[src/design/ubd_pkg.sv]
`timescale 1ns / 1ps

package ubd_pkg;

    localparam int VALUE_BITS  = 64;
    localparam int MAX_SYMBOLS = 16;
    localparam int IN_W        = 64;
    localparam int DIGIT_W     = 4;
    localparam int BASE_W      = 5;
    localparam int SYM_W       = 8;
    localparam int SYMTAB_W    = 16 * SYM_W;
    localparam int CFG_IDX_W   = 2;
    localparam int CFG_DATA_W  = 64;

    localparam int MAX_DIGITS  = VALUE_BITS;
    localparam int CNT_W       = $clog2(MAX_DIGITS + 1);
    localparam int STACK_W     = MAX_DIGITS * DIGIT_W;

    // long division works through one byte of the dividend per cycle
    localparam int STEP_BITS   = 8;
    localparam int STEPS       = (VALUE_BITS + STEP_BITS - 1) / STEP_BITS;
    localparam int WORK_W      = STEPS * STEP_BITS;
    localparam int STEP_CNT_W  = (STEPS > 1) ? $clog2(STEPS) : 1;

    localparam logic [BASE_W-1:0]     BASE_RESET  = BASE_W'(10);
    localparam logic [CFG_DATA_W-1:0] SYMLO_RESET = 64'h3736353433323130;
    localparam logic [CFG_DATA_W-1:0] SYMHI_RESET = 64'h6665646362613938;

    typedef enum logic [CFG_IDX_W-1:0] {
        CFG_BASE_SIZE    = 2'd0,
        CFG_SYMBOLS_LOW  = 2'd1,
        CFG_SYMBOLS_HIGH = 2'd2
    } t_cfg_idx;

    typedef enum logic [1:0] {
        ST_IDLE   = 2'd0,
        ST_DIVIDE = 2'd1,
        ST_EMIT   = 2'd2
    } t_state;

    typedef struct packed {
        logic load;
        logic div_step;
        logic pop;
    } t_dp_cmd;

    typedef struct packed {
        logic step_last;
        logic quot_zero;
        logic count_full;
        logic stack_last;
        logic out_free;
    } t_dp_stat;

    // clamp the configured radix into the supported range
    function automatic logic [BASE_W-1:0] eff_base(input logic [BASE_W-1:0] b);
        logic [BASE_W-1:0] r;
        r = b;
        if (r < BASE_W'(2)) r = BASE_W'(2);
        if (r > BASE_W'(MAX_SYMBOLS)) r = BASE_W'(MAX_SYMBOLS);
        return r;
    endfunction

endpackage

[src/design/ubd_ctrl.sv]
`timescale 1ns / 1ps

module ubd_ctrl (
    input  logic              i_clk,
    input  logic              i_rst_n,
    input  logic              i_value_valid,
    output logic              o_value_ready,
    output ubd_pkg::t_dp_cmd  o_cmd,
    input  ubd_pkg::t_dp_stat i_stat
);
    import ubd_pkg::*;

    t_state r_state;
    t_state n_state;

    always_ff @(posedge i_clk) begin
        if (!i_rst_n) begin
            r_state <= ST_IDLE;
        end else begin
            r_state <= n_state;
        end
    end

    // next state
    always_comb begin
        n_state = r_state;
        unique case (r_state)
            ST_IDLE: begin
                if (i_value_valid) n_state = ST_DIVIDE;
            end
            ST_DIVIDE: begin
                if (i_stat.step_last && (i_stat.quot_zero || i_stat.count_full))
                    n_state = ST_EMIT;
            end
            ST_EMIT: begin
                if (i_stat.out_free && i_stat.stack_last) n_state = ST_IDLE;
            end
            default: n_state = ST_IDLE;
        endcase
    end

    // outputs
    always_comb begin
        o_value_ready  = 1'b0;
        o_cmd          = '0;
        unique case (r_state)
            ST_IDLE: begin
                o_value_ready = 1'b1;
                o_cmd.load    = i_value_valid;
            end
            ST_DIVIDE: begin
                o_cmd.div_step = 1'b1;
            end
            ST_EMIT: begin
                o_cmd.pop = i_stat.out_free;
            end
            default: begin
                o_value_ready = 1'b0;
            end
        endcase
    end

endmodule

[src/design/ubd_datapath.sv]
`timescale 1ns / 1ps

module ubd_datapath (
    input  logic                             i_clk,
    input  logic                             i_rst_n,
    input  logic                             i_cfg_we,
    input  logic [ubd_pkg::CFG_IDX_W-1:0]    i_cfg_index,
    input  logic [ubd_pkg::CFG_DATA_W-1:0]   i_cfg_data,
    input  logic [ubd_pkg::IN_W-1:0]         i_value,
    input  ubd_pkg::t_dp_cmd                 i_cmd,
    output ubd_pkg::t_dp_stat                o_stat,
    output logic                             o_digit_valid,
    input  logic                             i_digit_ready,
    output logic [ubd_pkg::SYM_W-1:0]        o_digit_char,
    output logic                             o_final_digit
);
    import ubd_pkg::*;

    // configuration
    logic [BASE_W-1:0]     r_base_size;
    logic [CFG_DATA_W-1:0] r_sym_low;
    logic [CFG_DATA_W-1:0] r_sym_high;

    // division and digit stack
    logic [WORK_W-1:0]     r_work;
    logic [DIGIT_W-1:0]    r_rem;
    logic [STEP_CNT_W-1:0] r_step;
    logic [STACK_W-1:0]    r_stack;
    logic [CNT_W-1:0]      r_count;

    // output register
    logic                  r_out_valid;
    logic [SYM_W-1:0]      r_digit_char;
    logic                  r_final;

    logic [BASE_W-1:0]     base_eff;
    logic [BASE_W-1:0]     trial;
    logic [DIGIT_W-1:0]    rem_v;
    logic [STEP_BITS-1:0]  qbits;
    logic [WORK_W-1:0]     n_work;
    logic [SYMTAB_W-1:0]   symtab;
    logic [DIGIT_W-1:0]    top_digit;
    logic [SYM_W-1:0]      top_sym;
    logic                  step_last;

    assign base_eff = eff_base(r_base_size);

    // one byte of restoring division, remainder stays below the base
    always_comb begin
        rem_v = r_rem;
        trial = '0;
        qbits = '0;
        for (int i = 0; i < STEP_BITS; i++) begin
            trial = {rem_v, r_work[WORK_W-1-i]};
            if (trial >= base_eff) begin
                qbits[STEP_BITS-1-i] = 1'b1;
                trial = trial - base_eff;
            end
            rem_v = trial[DIGIT_W-1:0];
        end
        n_work = (r_work << STEP_BITS) | WORK_W'(qbits);
    end

    assign step_last = (r_step == STEP_CNT_W'(STEPS - 1));
    assign symtab    = {r_sym_high, r_sym_low};
    assign top_digit = r_stack[DIGIT_W-1:0];
    assign top_sym   = symtab[{top_digit, 3'b000} +: SYM_W];

    assign o_stat.step_last  = step_last;
    assign o_stat.quot_zero  = (n_work == '0);
    assign o_stat.count_full = (r_count == CNT_W'(MAX_DIGITS - 1));
    assign o_stat.stack_last = (r_count == CNT_W'(1));
    assign o_stat.out_free   = !r_out_valid || i_digit_ready;

    always_ff @(posedge i_clk) begin
        if (!i_rst_n) begin
            r_base_size <= BASE_RESET;
            r_sym_low   <= SYMLO_RESET;
            r_sym_high  <= SYMHI_RESET;
        end else if (i_cfg_we) begin
            case (i_cfg_index)
                CFG_BASE_SIZE:    r_base_size <= i_cfg_data[BASE_W-1:0];
                CFG_SYMBOLS_LOW:  r_sym_low   <= i_cfg_data;
                CFG_SYMBOLS_HIGH: r_sym_high  <= i_cfg_data;
                default: ;
            endcase
        end
    end

    // control state
    always_ff @(posedge i_clk) begin
        if (!i_rst_n) begin
            r_step      <= '0;
            r_count     <= '0;
            r_out_valid <= 1'b0;
        end else begin
            if (i_cmd.load) begin
                r_step  <= '0;
                r_count <= '0;
            end else if (i_cmd.div_step) begin
                if (step_last) begin
                    r_step  <= '0;
                    r_count <= r_count + CNT_W'(1);
                end else begin
                    r_step  <= r_step + STEP_CNT_W'(1);
                end
            end else if (i_cmd.pop) begin
                r_count <= r_count - CNT_W'(1);
            end

            if (i_cmd.pop) begin
                r_out_valid <= 1'b1;
            end else if (i_digit_ready) begin
                r_out_valid <= 1'b0;
            end
        end
    end

    // payload
    always_ff @(posedge i_clk) begin
        if (i_cmd.load) begin
            r_work <= WORK_W'(i_value[VALUE_BITS-1:0]);
            r_rem  <= '0;
        end else if (i_cmd.div_step) begin
            r_work <= n_work;
            if (step_last) begin
                r_rem   <= '0;
                r_stack <= {r_stack[STACK_W-DIGIT_W-1:0], rem_v};
            end else begin
                r_rem   <= rem_v;
            end
        end else if (i_cmd.pop) begin
            r_stack <= r_stack >> DIGIT_W;
        end

        if (i_cmd.pop) begin
            r_digit_char <= top_sym;
            r_final      <= (r_count == CNT_W'(1));
        end
    end

    assign o_digit_valid = r_out_valid;
    assign o_digit_char  = r_digit_char;
    assign o_final_digit = r_final;

endmodule

[src/design/unsigned_to_base_digits_core.sv]
`timescale 1ns / 1ps
// byte-wise long division per digit (one byte of the 64-bit value per cycle through a shared
// divide unit), then digits are popped from the stack into the output register while the
// output side is free
// one item converted at a time; the last digit may still wait while the next item is taken
// reset: synchronous active low, restores radix 10 and symbols "0123456789abcdef"

module unsigned_to_base_digits_core (
    input  logic                           i_clk,
    input  logic                           i_rst_n,
    // configuration write port
    input  logic                           i_cfg_we,
    input  logic [ubd_pkg::CFG_IDX_W-1:0]  i_cfg_index,
    input  logic [ubd_pkg::CFG_DATA_W-1:0] i_cfg_data,
    // input item
    input  logic                           i_value_valid,
    output logic                           o_value_ready,
    input  logic [ubd_pkg::IN_W-1:0]       i_value,
    // result items, one per digit, most significant first
    output logic                           o_digit_valid,
    input  logic                           i_digit_ready,
    output logic [ubd_pkg::SYM_W-1:0]      o_digit_char,
    output logic                           o_final_digit
);
    import ubd_pkg::*;

    t_dp_cmd  dp_cmd;
    t_dp_stat dp_stat;

    // sequencer: idle -> divide (one byte per cycle, digit pushed after the last byte step)
    // -> emit (digits popped lifo into the output register)
    ubd_ctrl u_ctrl (
        .i_clk         (i_clk),
        .i_rst_n       (i_rst_n),
        .i_value_valid (i_value_valid),
        .o_value_ready (o_value_ready),
        .o_cmd         (dp_cmd),
        .i_stat        (dp_stat)
    );

    // divider, digit stack, symbol table and output register
    ubd_datapath u_dp (
        .i_clk         (i_clk),
        .i_rst_n       (i_rst_n),
        .i_cfg_we      (i_cfg_we),
        .i_cfg_index   (i_cfg_index),
        .i_cfg_data    (i_cfg_data),
        .i_value       (i_value),
        .i_cmd         (dp_cmd),
        .o_stat        (dp_stat),
        .o_digit_valid (o_digit_valid),
        .i_digit_ready (i_digit_ready),
        .o_digit_char  (o_digit_char),
        .o_final_digit (o_final_digit)
    );

endmodule

[config.mk]
export PLATFORM = sky130hd
export DESIGN_NAME = unsigned_to_base_digits_core
export DESIGN_NICKNAME = d
export VERILOG_FILES = /design/src/design/ubd_pkg.sv /design/src/design/ubd_ctrl.sv /design/src/design/ubd_datapath.sv /design/src/design/unsigned_to_base_digits_core.sv
export SDC_FILE = /design/constraint.sdc
export NUM_CORES = 1
export LEC_CHECK = 0
export ABC_CLOCK_PERIOD_IN_PS = 12000
export BUFFER_PORTS_ARGS = -buffer_cell sky130_fd_sc_hd__buf_2
export CORE_MARGIN = 2
export CORE_UTILIZATION = 40
export DETAILED_ROUTE_END_ITERATION = 6
export GPL_ROUTABILITY_DRIVEN = 0
export PLACE_DENSITY = 0.61
export SYNTH_ARGS = -nofsm -noshare
export SYNTH_HDL_FRONTEND = slang
export SYNTH_SLANG_ARGS = --single-unit
[constraint.sdc]
create_clock -name i_clk -period 12 [get_ports i_clk]
set_clock_uncertainty 0.2 [all_clocks]
set_input_delay 1.2 -clock i_clk [delete_from_list [all_inputs] [get_ports i_clk]]
set_output_delay 1.2 -clock i_clk [all_outputs]
set_load 0.03 [all_outputs]
==> impl_metrics.env, run 1 <==
export IMPL_gr_usage_all_layers=0.175
export IMPL_rows=86
export IMPL_routedWlPerCell_um=15.5
export IMPL_pin_count=146
export IMPL_coreArea_mm2=0.0550
export IMPL_clkSinkCount=479
export IMPL_hold_path_endpoint="u_dp.r_step[2]"
export IMPL_hpwlAfterDp_um=31500
export IMPL_synth_area_mm2=0.0222
export IMPL_crit_fanout=8
export IMPL_cpMaxStageDelayCell="a211o_2"
export IMPL_min_delay_start="u_dp.r_step[2]"
export IMPL_place_area_mm2=0.0236
export IMPL_holdCritPathClass="flip-flop to flip-flop"
export IMPL_outcome="complete, no violations"
export IMPL_synth_seq_cells=479
export IMPL_hold_depth=2
export IMPL_area_delta_synth_final_pct=14.3
export IMPL_drt_pass1_iterations=5
export IMPL_clkLatencyLatePin_ns=0.59
export IMPL_layout_drive_gt1_share=0.135
export IMPL_drt_wl_total_um=49800
export IMPL_syn_nets=2506
export IMPL_maxCapViolCount=0
export IMPL_cts_tree="built"
export IMPL_grt_max_degree=263
export IMPL_yosysSeqAreaShare=0.581
export IMPL_postLayoutCoreUtil=0.461
export IMPL_viasPerCell=5.05
export IMPL_antenna_found_initial=3
export IMPL_finalNetCount=2600
export IMPL_mostFrequentLayoutCell="nand2_1"
export IMPL_vias=16190
export IMPL_timing_fmax_ghz=0.0873
export IMPL_start_util=0.404
export IMPL_postSynthCellCount=2318
export IMPL_critical_path_class="flip-flop to flip-flop"
export IMPL_synthFlopType="edfxtp_1"
export IMPL_grt_pass1_vias=16010
export IMPL_min_period_over_period=0.954
export IMPL_slew_violations=0
export IMPL_worst_r2r_cell_count=48
export IMPL_setup_violations=0
export IMPL_worstMarginPinSlew_ns=1.35
export IMPL_register_area_mm2=0.0129
export IMPL_hold_viol_final=0
export IMPL_max_stage_delay_ns=0.45
export IMPL_path_clk_slew_ns=0.07
export IMPL_cp_common_cell="ha_1"
export IMPL_relSlewSlack=0.0989
export IMPL_avgSynthCellArea_um2=9.57
export IMPL_port_buffers=145
export IMPL_dieWidth_um=240
export IMPL_cts_buffers_inserted=52
export IMPL_startpoint_type="flip-flop"
export IMPL_cts_root_buf="clkbuf_16"
export IMPL_fin_crit_ns=11.45
export IMPL_htreeDepth=2
export IMPL_synth_cell_types=65
export IMPL_synth_warnings=0
export IMPL_design_area_mm2=0.0254
export IMPL_multi_input_area_mm2=0.00877
export IMPL_async_flop_share=0
export IMPL_synth_edf_count=329
export IMPL_end_kind="flip-flop"
export IMPL_clockBufferDepth=3
export IMPL_drt_initial_drc_count=1467
export IMPL_cp_arrival_ns=11.56
export IMPL_reg2reg_to="u_dp.r_stack[2]"
export IMPL_grt_pass1_wl_um=81900
export IMPL_required_ns=12.10
export IMPL_final_cell_mix="1202 x nand2_1, 329 x edfxtp_1, 150 x dfxtp_1"
export IMPL_r2r_start="u_dp.r_base_size[2]"
export IMPL_die_h_um=240
export IMPL_antenna_left=0
export IMPL_rrSetupSlack_ns=0.55
export IMPL_drc=0
export IMPL_n_fill_cell=5202
export IMPL_fp_dieArea_mm2=0.0574
export IMPL_gr_total_overflow=0
area by class of cell:
class / instances / share of cell area
Sequential cell: 479 / 0.508
Multi-Input combinational cell: 1677 / 0.346
Clock buffer: 75 / 0.0583
Tap cell: 748 / 0.0369
Timing Repair Buffer: 169 / 0.0363
Clock inverter: 21 / 0.00933
Inverter: 33 / 0.00533
Antenna cell: 2 / 0.000197
cells in the mapped netlist (all sizes together), types with 2 or more instances:
cell | count | area [µm²]
dfxtp | 150 | 3000
ha | 45 | 563
nor3 | 4 | 20.0
fa | 8 | 160
mux4 | 40 | 901
a21o | 11 | 82.6
edfxtp | 329 | 9880
or3 | 2 | 12.5
o31ai | 2 | 20.0
and2 | 8 | 50.1
mux2 | 10 | 120
a21oi | 33 | 165
nor2b | 10 | 62.6
nand2b | 5 | 31.3
mux2i | 12 | 136
and3b | 2 | 17.5
nor3b | 3 | 32.5
nand2 | 1204 | 4520
o311ai | 2 | 17.5
xnor2 | 15 | 131
inv | 33 | 124
nor2 | 36 | 135
buf | 13 | 57.6
a21boi | 74 | 556
nand3 | 63 | 315
nor4 | 18 | 113
nand4 | 6 | 37.5
a2bb2oi | 2 | 17.5
a31oi | 6 | 58.8
or2 | 3 | 18.8
nand3b | 2 | 15.0
a31o | 2 | 17.5
clkbuf | 116 | 435
xor2 | 8 | 70.1
and3 | 2 | 12.5
o21ai | 19 | 103
o31a | 3 | 26.3
o211ai | 3 | 22.5
kinds of logic (layout without fill, tap and decap cells):
| logic type | after synthesis | after routing | share of synthesized area |
|---|---|---|---|
| muxes | 62 | 62 | 0.0522 |
| other | 0 | 2 | 0 |
| buffers and inverters | 162 | 298 | 0.0278 |
| AOI/OAI and AO/OA | 170 | 170 | 0.0544 |
| and+or+nand+nor | 1369 | 1369 | 0.243 |
| adders and majority gates | 53 | 53 | 0.0326 |
| DFF | 479 | 479 | 0.581 |
| xor gates and xnor gates | 23 | 23 | 0.00908 |
metrics by stage:
| stage | std cells | setup WS, ns | hold slack (ns) | TNS (ns) |
|---|---|---|---|---|
| 6_report | 3204 | 0.549 | 0.264 | 0 |
| 5_1_grt | 3204 | -0.0616 | 0.283 | -0.0754 |
| 4_1_cts | 3199 | 0.00729 | 0.265 | 0 |
| 3_5_place_dp | 3102 | -0.220 | 0.252 | -0.773 |
| 3_3_place_gp | 3102 | 0.401 | 0.246 | 0 |
| 2_1_floorplan | 2318 | 0.741 | 0.235 | 0 |
worst max-delay path by stage:
| stage | from | to | slack (ns) | cells past startpoint |
|---|---|---|---|---|
| after CTS | u_dp.r_base_size[4] | u_dp.r_stack[2] | 0.007 | 48 |
| after global routing | u_dp.r_base_size[2] | u_dp.r_stack[2] | -0.06 | 47 |
| after global placement | u_dp.r_base_size[4] | u_dp.r_stack[2] | 0.40 | 48 |
| after floorplan | u_dp.r_base_size[2] | u_dp.r_stack[2] | 0.74 | 51 |
| final | u_dp.r_base_size[2] | u_dp.r_stack[2] | 0.55 | 48 |
| after detailed placement | u_dp.r_base_size[4] | u_dp.r_stack[2] | -0.22 | 48 |
timing repair:
item                       in CTS  in global routing
pin swaps                       1                  2
setup endpoints to repair       7                 11
buffers inserted                1                  3
gates resized for setup         2                 11
hold buffers                    0                  0
sequential cells by signal, indices dropped and copies added (netlist names):
signal and count:
u_dp.o_digit_valid 1, u_dp.r_stack 256, u_dp.r_step 3, u_dp.o_final_digit 1
u_dp.r_work 64, u_dp.r_base_size 5, u_dp.r_rem 4, u_ctrl.r_state 2
u_dp.r_sym_low 64, u_dp.o_digit_char 8, u_dp.r_sym_high 64, u_dp.r_count 7
worst max-delay path, delay by kind of cell (launching register included):
kind / cells / cell delay [ns]
adders and majority gates: 8 / 2.43
buffers and inverters: 2 / 0.15
AOI/OAI and AO/OA: 25 / 5.01
and+or+nand+nor: 9 / 1.66
DFF: 1 / 0.33
muxes: 4 / 1.36
routing by layer:
layer / vias up / routed length (µm) / part of all wire / global-route usage
met2: 340 / 23100 / 0.46 / 0.284
met4: 0 / 1070 / 0.022 / 0.0509
met3: 82 / 2300 / 0.046 / 0.0296
met1: 7836 / 23300 / 0.47 / 0.242
li1: 7932 / - / - / -
met5: - / 0 / 0 / 0
Power of run 1 is not shown: default switching activity piles up to over one toggle a cycle in this logic, so the estimate is an artifact.
==> inputs of run 2 (changes only) <==
ABC_AREA = 1   (was unset)
CORE_UTILIZATION = 55   (was 40)
PLACE_DENSITY = 0.78   (was 0.61)
==> run 2 against run 1 <==
  * Sequential cell count stayed put
  * Register-to-register slack better by 0.68 ns
  * Non-clock buffer count is 9 lower
  * First-iteration DRC count is 34% higher
  * Count of clock-buffer cells in the layout is 6 lower
  * Die area is 27% lower
  * Critical path depth is 21 higher
  * Sequential share of layout area is 1.2 points higher
==> impl_metrics.env, run 2 <==
export IMPL_outcome="complete, no violations"
export IMPL_yosysMostFrequentCell="nand2_1"
export IMPL_rows=73
export IMPL_pin_count=146
export IMPL_cts_tree="built"
export IMPL_synth_edf_count=329
export IMPL_async_flop_share=0
export IMPL_coreArea_mm2=0.0398
export IMPL_crit_fanout=13
export IMPL_setup_violations=0
export IMPL_place_inst=3150
export IMPL_path_clk_slew_ns=0.06
export IMPL_slew_violations=0
export IMPL_cp_common_cell="nand2_1"
export IMPL_port_buffers=145
export IMPL_drt_initial_drc_count=1963
export IMPL_rsz0062_at_grt="no"
export IMPL_critical_path_class="flip-flop to flip-flop"
export IMPL_avgSynthCellArea_um2=8.54
export IMPL_die_h_um=205
export IMPL_finalNetCount=2865
export IMPL_drc=0
export IMPL_synth_cell_types=42
export IMPL_hold_viol_final=0
export IMPL_required_ns=12.12
export IMPL_min_period_over_period=0.898
export IMPL_drt_wl_total_um=48700
export IMPL_syn_nets=2790
export IMPL_relSlewSlack=0.178
export IMPL_clockBufferDepth=3
export IMPL_mostFrequentLayoutCell="nand2_1"
export IMPL_holdCritPathClass="flip-flop to flip-flop"
export IMPL_antenna_left=0
export IMPL_start_util=0.558
export IMPL_cpMaxStageDelayCell="o211a_2"
export IMPL_grt_pass1_wl_um=80900
export IMPL_grt_pass1_vias=16615
export IMPL_startpoint_type="flip-flop"
export IMPL_synth_warnings=0
export IMPL_htreeDepth=2
export IMPL_layout_drive_gt1_share=0.0962
export IMPL_largest_register="u_dp.r_stack"
export IMPL_hold_buffers=0
export IMPL_fin_crit_ns=10.77
export IMPL_synthFlopType="edfxtp_1"
export IMPL_yosysSeqAreaShare=0.580
export IMPL_clkSinkCount=479
export IMPL_postLayoutCoreUtil=0.622
export IMPL_synth_seq_cells=479
export IMPL_synth_top_area_share=0.445
export IMPL_gr_total_overflow=0
export IMPL_dieWidth_um=205
export IMPL_cts_root_buf="clkbuf_16"
export IMPL_synth_area_mm2=0.0222
export IMPL_fp_dieArea_mm2=0.0420
export IMPL_cp_arrival_ns=10.89
export IMPL_vias=17544
export IMPL_final_cell_mix="1155 x nand2_1, 329 x edfxtp_1, 283 x nor2_1"
export IMPL_area_delta_synth_final_pct=11.6
export IMPL_timing_fmax_ghz=0.0928
export IMPL_worstMarginPinSlew_ns=1.23
export IMPL_maxCapViolCount=0
export IMPL_largest_register_ffs=256
export IMPL_hpwlAfterDp_um=29300
export IMPL_viasPerCell=5.42
export IMPL_fin_setup_tns_ns=0
export IMPL_routedWlPerCell_um=15.0
export IMPL_cts_buffers_inserted=50
export IMPL_yosys_area_top_type="edfxtp_1"
export IMPL_synth_area_leaders="edfxtp_1 44%, nand2_1 20%, dfxtp_1 14%"
export IMPL_postSynthCellCount=2602
export IMPL_drt_pass1_iterations=6
export IMPL_clkLatencyLatePin_ns=0.61
export IMPL_finalNonFillerCells=3237
export IMPL_end_kind="flip-flop"
export IMPL_gr_usage_all_layers=0.234
export IMPL_max_stage_delay_ns=0.45
export IMPL_ys_top_cells_by_count="1157 x nand2_1, 329 x edfxtp_1, 287 x nor2_1"
export IMPL_antenna_found_initial=1
export IMPL_n_antenna_cell=0
export IMPL_grt_max_degree=261
## run 2: cell types whose count changed after synthesis, moves of 24 or more
cell / change
o21ai_0: +168
nor2_1: +251
mux4_2: -40
nand2_1: -47
a21boi_0: -74
inv_1: +52
o221ai_1: +24
## run 2: path summary, 6_finish.rpt
path	cells past startpoint	slack, ns	endpoint	from
hold / removal	2	0.25	u_dp.r_sym_low[44]	u_dp.r_sym_low[44]
setup reg to reg	69	1.23	u_dp.r_stack[1]	u_dp.r_base_size[4]
hold reg to reg	2	0.25	u_dp.r_sym_low[44]	u_dp.r_sym_low[44]
setup / recovery	69	1.23	u_dp.r_stack[1]	u_dp.r_base_size[4]
## run 2: area by class of cell
| cell class | count | area, µm² |
|---|---|---|
| fillers | 3303 | 15000 |
| flip-flops and latches | 479 | 12900 |
| multi-input cells | 1893 | 8480 |
| clock buffers | 69 | 1370 |
| repair buffers | 160 | 853 |
| well taps | 525 | 657 |
| inverters | 93 | 354 |
| clock inverters | 18 | 185 |
## run 2: kinds of logic after synthesis
logic type,synth area share
and+or+nand+nor,0.270
DFF,0.580
AOI/OAI and AO/OA,0.0692
buffers and inverters,0.0403
adders and majority gates,0.0326
xor gates and xnor gates,0.00788
## run 2: what timing repair did
action / CTS / global route
gates resized for setup: 0 / 5
setup buffers: 0 / 0
setup endpoints to repair: 0 / 11
## run 2: critical path: cells and delay by family (launching register included)
kind / cells / cell delay (ns)
simple gates: 39 / 4.49
fa+ha+maj: 8 / 2.44
flops: 1 / 0.29
buf+inv: 12 / 1.25
compound gates: 10 / 1.85
## run 2: per-layer routing
metal,global-route usage,vias to the layer above,wire [µm]
met3,0.0490,114,3570
li1,-,8616,-
met2,0.368,624,22200
met5,0,-,13
met4,0.0761,2,1320
met1,0.324,8188,21500
## run 2: metrics by stage
step | hold slack [ns] | worst slack (ns) | instance area [µm²]
floorplan | 0.224 | 2.51 | 22200
global placement | 0.234 | 1.65 | 23200
detailed placement | 0.238 | 0.802 | 23200
CTS | 0.253 | 0.764 | 24800
global route | 0.277 | 0.0753 | 24800
finish | 0.255 | 1.23 | 24800
Power of run 2 is left out for the same reason.
